$ cat config.mk
export PLATFORM = sky130hd
export DESIGN_NAME = hndt_cell
export DESIGN_NICKNAME = d
export VERILOG_FILES = /design/src/hamming_near_duplicate_tile_table_macros.svh /design/src/hndt_pkg.sv /design/src/hndt_cell.sv
export SDC_FILE = /design/constraint.sdc
export NUM_CORES = 1
export LEC_CHECK = 0
export ABC_AREA = 1
export BUFFER_PORTS_ARGS = -buffer_cell sky130_fd_sc_hd__buf_2
export CAP_MARGIN = 30
export CORE_MARGIN = 2
export CORE_UTILIZATION = 51
export CTS_BUF_LIST = sky130_fd_sc_hd__clkbuf_2
export DETAILED_ROUTE_END_ITERATION = 10
export PLACE_DENSITY_LB_ADDON = 0.2
export SLEW_MARGIN = 20
export SYNTH_ARGS = -nofsm -noshare
export SYNTH_HDL_FRONTEND = slang
export SYNTH_SLANG_ARGS = --single-unit
$ cat constraint.sdc
create_clock -name clk -period 5.2 [get_ports clk]
set_clock_uncertainty 0.15 [all_clocks]
set_input_delay 0.52 -clock clk [delete_from_list [all_inputs] [get_ports clk]]
set_output_delay 0.52 -clock clk [all_outputs]
set_load 0.01 [all_outputs]
$ cat src/hamming_near_duplicate_tile_table_macros.svh
// ----------------------------------------------------------------------------
// Tile table assertion macros
// Assertion macros shared by the tile table RTL.
// ----------------------------------------------------------------------------
// Each macro expects signals named clk and rst_n in the including module.
`ifndef HAMMING_NEAR_DUPLICATE_TILE_TABLE_MACROS_SVH
`define HAMMING_NEAR_DUPLICATE_TILE_TABLE_MACROS_SVH

// Consequent must hold in the same cycle as the antecedent.
`define HNDT_ASSERT_SAME(label, ante, cons, msg) \
    label: assert property (@(posedge clk) disable iff (!rst_n) (ante) |-> (cons)) \
        else $error(msg);

// Consequent must hold in the cycle after the antecedent.
`define HNDT_ASSERT_NEXT(label, ante, cons, msg) \
    label: assert property (@(posedge clk) disable iff (!rst_n) (ante) |=> (cons)) \
        else $error(msg);

`endif

$ cat src/hndt_pkg.sv
// ----------------------------------------------------------------------------
// Tile table package
// Shared constants, the cell control struct and the tile distance function.
// ----------------------------------------------------------------------------
package hndt_pkg;

    localparam int TILE_W   = 64;
    localparam int DIST_W   = 7;
    localparam int THRESH_W = 7;
    localparam int SLOT_W   = 6;
    localparam int UCOUNT_W = 7;

    localparam logic [THRESH_W-1:0] THRESH_RESET = 7'd8;
    localparam logic [3:0]          NIBBLE_MASK  = 4'h0F;
    localparam int                  TILE_BYTES   = 8;

    localparam logic [2:0] NIBBLE_ONES [16] = '{
        3'd0, 3'd1, 3'd1, 3'd2, 3'd1, 3'd2, 3'd2, 3'd3,
        3'd1, 3'd2, 3'd2, 3'd3, 3'd2, 3'd3, 3'd3, 3'd4
    };

    // Control that the top level broadcasts to every cell.
    typedef struct packed {
        logic capture;  // latch the distance to the incoming tile
        logic append;   // store the held tile in the first free cell
    } cell_ctl_t;

    // Number of differing bits between two tiles, summed as a small tree.
    function automatic logic [DIST_W-1:0] tile_distance(
        input logic [TILE_W-1:0] a,
        input logic [TILE_W-1:0] b
    );
        logic [TILE_W-1:0] x;
        logic [3:0]        byte_w [TILE_BYTES];
        logic [4:0]        quad_w [TILE_BYTES/2];
        logic [5:0]        half_w [TILE_BYTES/4];
        x = a ^ b;
        for (int i = 0; i < TILE_BYTES; i++) begin
            byte_w[i] = {1'b0, NIBBLE_ONES[x[8*i +: 4] & NIBBLE_MASK]}
                      + {1'b0, NIBBLE_ONES[x[8*i+4 +: 4] & NIBBLE_MASK]};
        end
        for (int i = 0; i < TILE_BYTES/2; i++) begin
            quad_w[i] = {1'b0, byte_w[2*i]} + {1'b0, byte_w[2*i+1]};
        end
        for (int i = 0; i < TILE_BYTES/4; i++) begin
            half_w[i] = {1'b0, quad_w[2*i]} + {1'b0, quad_w[2*i+1]};
        end
        return {1'b0, half_w[0]} + {1'b0, half_w[1]};
    endfunction

endpackage

$ cat src/hndt_cell.sv
// ----------------------------------------------------------------------------
// Tile table cell
// Holds one stored tile, latches its distance to the incoming tile and takes
// part in the first-match priority chain toward higher slots.
// ----------------------------------------------------------------------------
module hndt_cell #(
    parameter int CELL_INDEX = 0,
    parameter int CNT_W      = 7
) (
    input  logic                            clk,
    input  hndt_pkg::cell_ctl_t             ctl,
    input  logic [hndt_pkg::TILE_W-1:0]     probe_tile,
    input  logic [hndt_pkg::TILE_W-1:0]     store_tile,
    input  logic [CNT_W-1:0]                stored_count,
    input  logic [hndt_pkg::THRESH_W-1:0]   threshold,
    input  logic                            hit_before_in,
    output logic                            hit_before_out,
    output logic                            first_hit,
    output logic [hndt_pkg::DIST_W-1:0]     distance
);

    localparam logic [CNT_W-1:0] MY_SLOT = CNT_W'(CELL_INDEX);

    logic [hndt_pkg::TILE_W-1:0] tile_reg;
    logic [hndt_pkg::DIST_W-1:0] dist_reg;
    logic                        valid;
    logic                        hit;

    always_ff @(posedge clk)
    begin
        if (ctl.append && (stored_count == MY_SLOT))
        begin
            tile_reg <= store_tile;
        end
        if (ctl.capture)
        begin
            dist_reg <= hndt_pkg::tile_distance(probe_tile, tile_reg);
        end
    end

    // Only slots below the fill count hold a real tile.
    assign valid          = (MY_SLOT < stored_count);
    assign hit            = valid && (dist_reg < threshold);
    assign first_hit      = hit && !hit_before_in;
    assign hit_before_out = hit || hit_before_in;
    assign distance       = dist_reg;

endmodule

==> results.sh, run 1 <==
export IMPL_finalCritPeriodShare_pct=104.1
export IMPL_core_area_mm2=0.01201
export IMPL_p_leak_nw=4.491
export IMPL_max_freq_ghz=0.1847
export IMPL_synth_common_cells="229 x nand2_1, 165 x inv_1, 71 x edfxtp_1"
export IMPL_io_buffers=154
export IMPL_finalHoldViolations=0
export IMPL_synth_edf_count=71
export IMPL_largest_reg_flops=64
export IMPL_relSlewSlack_pct=69.06
export IMPL_timing_rr_end="distance[3]"
export IMPL_dieArea_mm2=0.01324
export IMPL_fin_hold_ws_ns=0.1095
export IMPL_final_nets=1245
export IMPL_detail_route_antenna_nets=0
export IMPL_dp_cells=1057
export IMPL_stdcell_count=1146
export IMPL_drive_above_1_share_pct=29.73
export IMPL_root_buffer="clkbuf_2"
export IMPL_first_global_vias=5627
export IMPL_p_sw_mw=1.711
export IMPL_ys_top_cells_by_area="edfxtp_1 34%, nand2_1 14%, ha_1 13%, fa_1 13%, inv_1 9.8%"
export IMPL_n_antenna_cell=0
export IMPL_violations="negative setup slack"
export IMPL_yosysSeqAreaShare_pct=33.88
export IMPL_outcome="finished, violations left"
export IMPL_rsz0062_at_grt="true"
export IMPL_ys_ff_latch=71
export IMPL_seq_power_share_pct=19.7
export IMPL_viasPerCell=4.670
export IMPL_cap_violations=0
export IMPL_r2r_setup_slack_ns=-0.21
export IMPL_synth_nets=978
export IMPL_grt_first_pass_wirelength_um=22570
export IMPL_worstSetupEndpointType="register"
export IMPL_setup_worst_path_class="reg2reg"
export IMPL_ir_worst_vdd_mv=0.6532
export IMPL_slew_violations=0
export IMPL_antenna_found_initial=0
export IMPL_start_util_pct=52.39
export IMPL_syn_area_mm2=0.006292
export IMPL_rows=40
export IMPL_synth_top_cell_area_share_pct=33.88
export IMPL_dr_pass1_iters=4
export IMPL_fin_util_pct=73.06
export IMPL_yosys_warnings=0
export IMPL_num_vias=5352
export IMPL_min_period_ns=5.413
export IMPL_dp_hpwl_um=10760
export IMPL_cts_num_sinks=71
export IMPL_worstHoldEndpoint="distance[1]"
export IMPL_synth_top_area_cell="edfxtp_1"
export IMPL_synth_cell_types=21
export IMPL_synth_main_ff_cell="edfxtp_1"
export IMPL_routed_wl_um=13610
export IMPL_grt_remaining_overflow=0
export IMPL_cts_tree="yes"
export IMPL_worst_path_max_fanout=2
export IMPL_whs_path_depth=1
export IMPL_syn2layout_area_growth_pct=39.47
export IMPL_drc_errors=0
export IMPL_combPwrFrac_pct=72.5
export IMPL_hp_class="in2reg"
export IMPL_gr_usage_all_layers_pct=21.66
export IMPL_p_clk_share_pct=7.7
export IMPL_h_tree_depth=3
export IMPL_tightest_slew_ns=0.4642
export IMPL_r2r_start="tile_reg[5]"
export IMPL_finalSetupViolations=5
export IMPL_path_clk_slew_ns=0.20
export IMPL_async_flop_share_pct=0
export IMPL_worstPathArrival_ns=5.58
export IMPL_die_w_um=115.1
export IMPL_post_synth_top_count_cell="nand2_1"
export IMPL_reg2regPathDepth=18
export IMPL_numCtsBuffers=9
export IMPL_power_per_cell_area_mw_per_mm2=479.3
export IMPL_drt_wirelength_per_cell_um=11.87
export IMPL_drt_iter0_drc=179
export IMPL_worst_slack_ns=-0.2131
export IMPL_insertion_delay_ns=0.58
export IMPL_grt_max_degree=35
export IMPL_io_pins=155
export IMPL_cp_start_kind="register"
export IMPL_syn_inst=727
export IMPL_hp_start="ctl[1]"
export IMPL_clock_path_buffers=2
export IMPL_switching_share_pct=40.68
export IMPL_die_h_um=115.1
export IMPL_cp_required_ns=5.37
export IMPL_place_congestion=0.8053
export IMPL_p_int_mw=2.495
export IMPL_syn_avg_cell_area_um2=8.655
cells in the final DEF (no fill, tap or decap), types with 2 or more instances in the layout:
master | synthesis | routed
xnor2_2 | 0 | 14
dlygate4sd3_1 | 0 | 64
buf_6 | 0 | 2
inv_1 | 165 | 148
ha_2 | 0 | 6
fa_2 | 0 | 12
clkbuf_2 | 0 | 11
clkinvlp_4 | 0 | 2
o21ai_2 | 0 | 2
ha_1 | 65 | 52
nor3_2 | 0 | 2
o21ai_0 | 4 | 2
inv_2 | 7 | 24
nor2_1 | 10 | 9
ha_4 | 0 | 7
xor2_1 | 16 | 15
fa_1 | 40 | 28
or2_0 | 2 | 2
edfxtp_1 | 71 | 71
nand2_1 | 229 | 226
nor3_1 | 4 | 2
nand2_2 | 4 | 7
xnor2_1 | 48 | 24
buf_4 | 0 | 36
nand3b_1 | 6 | 6
nand3_1 | 36 | 36
xnor2_4 | 0 | 10
buf_2 | 0 | 154
a21oi_1 | 3 | 3
o211ai_1 | 7 | 7
xor2_2 | 2 | 3
o21ai_1 | 6 | 6
per-stage QoR:
| stage | setup TNS [ns] | worst slack (ns) | area, um^2 | power, mW |
|---|---|---|---|---|
| floorplan | -0.004544 | -0.004544 | 6640 | 2.644 |
| global placement | -1.165 | -0.2878 | 7824 | 3.252 |
| detailed placement | -1.608 | -0.3785 | 7824 | 3.407 |
| CTS | -0.5073 | -0.1818 | 8685 | 3.829 |
| global route | -1.670 | -0.4106 | 8776 | 4.682 |
| finish | -0.6033 | -0.2131 | 8776 | 4.206 |
power groups by stage:
stage | combinational, mW | clock [mW] | sequential [mW]
final | 3.05 | 0.325 | 0.830
after global routing | 3.49 | 0.358 | 0.833
after CTS | 2.66 | 0.337 | 0.830
after detailed placement | 2.56 | 0 | 0.843
after global placement | 2.41 | 0 | 0.841
after floorplan | 1.79 | 0 | 0.856
layer usage:
metal	global-route usage (%)	wire length, um
met4	9.960	345
met5	0	0
met1	22.57	5133
met2	41.84	7471
met3	3.901	657
critical path, cell delays in order, from the launching register on:
cell and delay [ns]:
edfxtp_1 0.43, xnor2_1 0.20, inv_1 0.09, ha_1 0.21
nand2_1 0.07, o21ai_0 0.09, nand2_1 0.07, nand2_1 0.10
fa_1 0.43, fa_1 0.55, fa_1 0.45, fa_2 0.59
fa_1 0.43, fa_1 0.57, inv_2 0.05, fa_2 0.34
buf_4 0.14, buf_6 0.11, xnor2_2 0.11
cells by family (layout without fill, tap and decap cells):
kind of cell	count (synthesis)	in the layout	share of synthesized area [%]
flip-flops	71	71	33.88
AND/OR/NAND/NOR	292	292	18.85
buffers and inverters	173	445	10.32
AO/OA/AOI/OAI	20	20	1.869
adder cells (fa/ha/maj)	105	105	25.65
XOR/XNOR	66	66	9.425
cell type report:
type	instances	area (um^2)
inverters	172	645.6
well taps	147	183.9
multi-input cells	483	3976
clock buffers	11	55.05
clock inverters	5	58.81
flip-flops and latches	71	2132
repair buffers	257	1724
fillers	846	3236
what timing repair did:
| action | in CTS | in global routing |
|---|---|---|
| pin swaps | 20 | 9 |
| gates resized for setup | 15 | 20 |
| setup buffers | 7 | 1 |
| endpoints found under the hold margin | 64 | 0 |
| hold buffers | 64 | 0 |
| endpoints found under the setup margin | 5 | 5 |
worst max-delay path by stage:
| stage | start | to |
|---|---|---|
| CTS | tile_reg[56] | distance[5] |
| finish | tile_reg[5] | distance[3] |
| global placement | probe_tile[56] | distance[5] |
| global route | tile_reg[16] | distance[5] |
| detailed placement | probe_tile[24] | distance[5] |
| floorplan | probe_tile[21] | distance[5] |
(Power assumes the default switching activity.)
==> run 2: changes to the inputs <==
Settings changed: CORE_UTILIZATION 51 to 56.
Clock period 5.2 ns to 5.1 ns, I/O delays scaled along.
==> run 2 against run 1 <==
Compared with the run above:
- worst setup slack lost 0.089 ns
- critical path depth grew 3
- sequential share of layout area shrank 0.13 points
- the run still ends with negative setup slack left
- highest routed layer unchanged
- routed wire length grew 9.0%
==> results.sh, run 2 (synthesis results as in run 1) <==
export IMPL_core_area_mm2=0.01089
export IMPL_largest_reg_flops=64
export IMPL_grt_max_degree=35
export IMPL_multi_input_area_mm2=0.004034
export IMPL_path_clk_slew_ns=0.21
export IMPL_cap_violations=0
export IMPL_die_h_um=110
export IMPL_io_pins=155
export IMPL_slew_violations=0
export IMPL_stdcell_area_mm2=0.008822
export IMPL_cp_start_kind="register"
export IMPL_dp_hpwl_um=10940
export IMPL_n_antenna_cell=0
export IMPL_reg2regPathDepth=21
export IMPL_seqCellArea_mm2=0.002132
export IMPL_finalSetupViolations=5
export IMPL_rows=38
export IMPL_finalHoldViolations=0
export IMPL_grt_first_pass_wirelength_um=23760
export IMPL_tightest_slew_ns=0.4308
export IMPL_gr_usage_all_layers_pct=25.54
export IMPL_fin_hold_ws_ns=0.09541
export IMPL_io_buffers=154
export IMPL_antenna_found_initial=0
export IMPL_final_nets=1245
export IMPL_drt_wirelength_per_cell_um=13.02
export IMPL_numCtsBuffers=9
export IMPL_p_leak_nw=4.501
export IMPL_cp_num_cells=21
export IMPL_min_period_ns=5.402
export IMPL_final_common_cell="nand2_1"
export IMPL_crit_chain="xnor2_2, buf_4, ha_4, nand2_1, o211ai_1, nand2_1, fa_1, inv_2, fa_1, fa_1, fa_2, fa_1, inv_2, ha_4, ha_4, inv_2, fa_2, o21ai_2, nand2_2, nand3_1, nand2_1"
export IMPL_syn2layout_area_growth_pct=40.21
export IMPL_dp_slack_ns=-0.6006
export IMPL_drt_iter0_drc=196
export IMPL_crit_family="adder cells"
export IMPL_relSlewSlack_pct=71.28
export IMPL_worst_path_max_fanout=2
export IMPL_timing_critical_path_buf_inv=4
export IMPL_violations="negative setup slack"
export IMPL_hp_class="in2reg"
export IMPL_finalCritPeriodShare_pct=105.9
export IMPL_insertion_delay_ns=0.58
export IMPL_dr_pass1_iters=5
export IMPL_met1_usage_pct=24.56
export IMPL_clock_path_buffers=2
export IMPL_first_global_vias=5909
export IMPL_worst_slack_ns=-0.3020
export IMPL_detail_route_antenna_nets=0
export IMPL_dpl_instance_area_mm2=0.007838
export IMPL_worstSetupEndpointType="register"
export IMPL_ir_worst_vdd_mv=0.9404
export IMPL_slowest_stage="fa_1"
export IMPL_worstPathArrival_ns=5.58
export IMPL_drive_above_1_share_pct=30.53
export IMPL_max_stage_delay_ns=0.55
export IMPL_max_freq_ghz=0.1851
export IMPL_root_buffer="clkbuf_2"
export IMPL_cts_tree="yes"
export IMPL_setup_worst_path_class="reg2reg"
export IMPL_grt_use_met2_pct=52.02
export IMPL_dieArea_mm2=0.01210
export IMPL_die_w_um=110
export IMPL_whs_path_depth=1
export IMPL_outcome="finished, violations left"
export IMPL_num_vias=5537
export IMPL_viasPerCell=4.861
export IMPL_met3_usage_pct=4.409
export IMPL_drc_errors=0
export IMPL_gr_max_usage_layer="met2"
export IMPL_fin_util_pct=81.03
export IMPL_cp_required_ns=5.28
export IMPL_routed_wl_um=14830
export IMPL_power_per_cell_area_mw_per_mm2=498.9
export IMPL_crit_top_cell="fa_1"
export IMPL_h_tree_depth=3
export IMPL_start_util_pct=57.79
export IMPL_grt_remaining_overflow=0
export IMPL_final_cell_mix="227 x nand2_1, 154 x buf_2, 144 x inv_1, 71 x edfxtp_1, 64 x dlygate4sd3_1"
export IMPL_finalSetupTns_ns=-1.127
export IMPL_cts_num_sinks=71
export IMPL_fillers=686
export IMPL_place_congestion=0.7725
export IMPL_rsz0062_at_grt="true"
[run 2: path summary, 6_finish.rpt]
| check | slack [ns] | endpoint | start |
|---|---|---|---|
| min reg2reg | 0.86 | distance[0] | tile_reg[35] |
| min | 0.1 | distance[0] | ctl[1] |
| max | -0.30 | distance[5] | tile_reg[61] |
| max reg2reg | -0.30 | distance[5] | tile_reg[61] |
[run 2: routing by layer]
layer	share of wire, %	wire length [um]	up-vias
li1	-	-	2744
met1	35	5213	2605
met2	58	8539	158
met3	4.9	725	30
met4	2.4	352	0
met5	0	0	-
[run 2: cell type report]
cell class	instances	area share, %
Clock buffer	10	0.5673
Timing Repair Buffer	257	19.54
Inverter	172	7.318
Sequential cell	71	24.17
Multi-Input combinational cell	483	45.72
Clock inverter	6	0.6949
Tap cell	140	1.986
[run 2: worst reg2reg max path, delay by kind of cell, from the launching register on]
kind | cells | cell delay [ns]
compound gates | 2 | 0.22
xor+xnor | 1 | 0.22
fa+ha+maj | 9 | 3.44
simple gates | 5 | 0.36
buf+inv | 4 | 0.29
flops | 1 | 0.48
[run 2: metrics by stage]
| step | power (mW) | cells |
|---|---|---|
| 2_1_floorplan | 2.694 | 727 |
| 3_3_place_gp | 3.295 | 1053 |
| 3_5_place_dp | 3.475 | 1053 |
| 4_1_cts | 4.005 | 1137 |
| 5_1_grt | 4.878 | 1139 |
| 6_report | 4.402 | 1139 |
[run 2: where the power goes]
group | leakage (nW) | internal, mW | switching, mW
logic | 3.79 | 1.60 | 1.62
registers | 0.645 | 0.829 | 0.0174
clock network | 0.0616 | 0.112 | 0.222
[run 2: what timing repair did]
| action | in CTS | in global routing |
|---|---|---|
| setup endpoints to repair | 5 | 5 |
| hold buffers | 64 | 0 |
| pin swaps | 36 | 17 |
| gates resized for setup | 23 | 23 |
| hold endpoints to repair | 64 | 0 |
| buffers inserted | 4 | 1 |
| cloned | 0 | 0 |
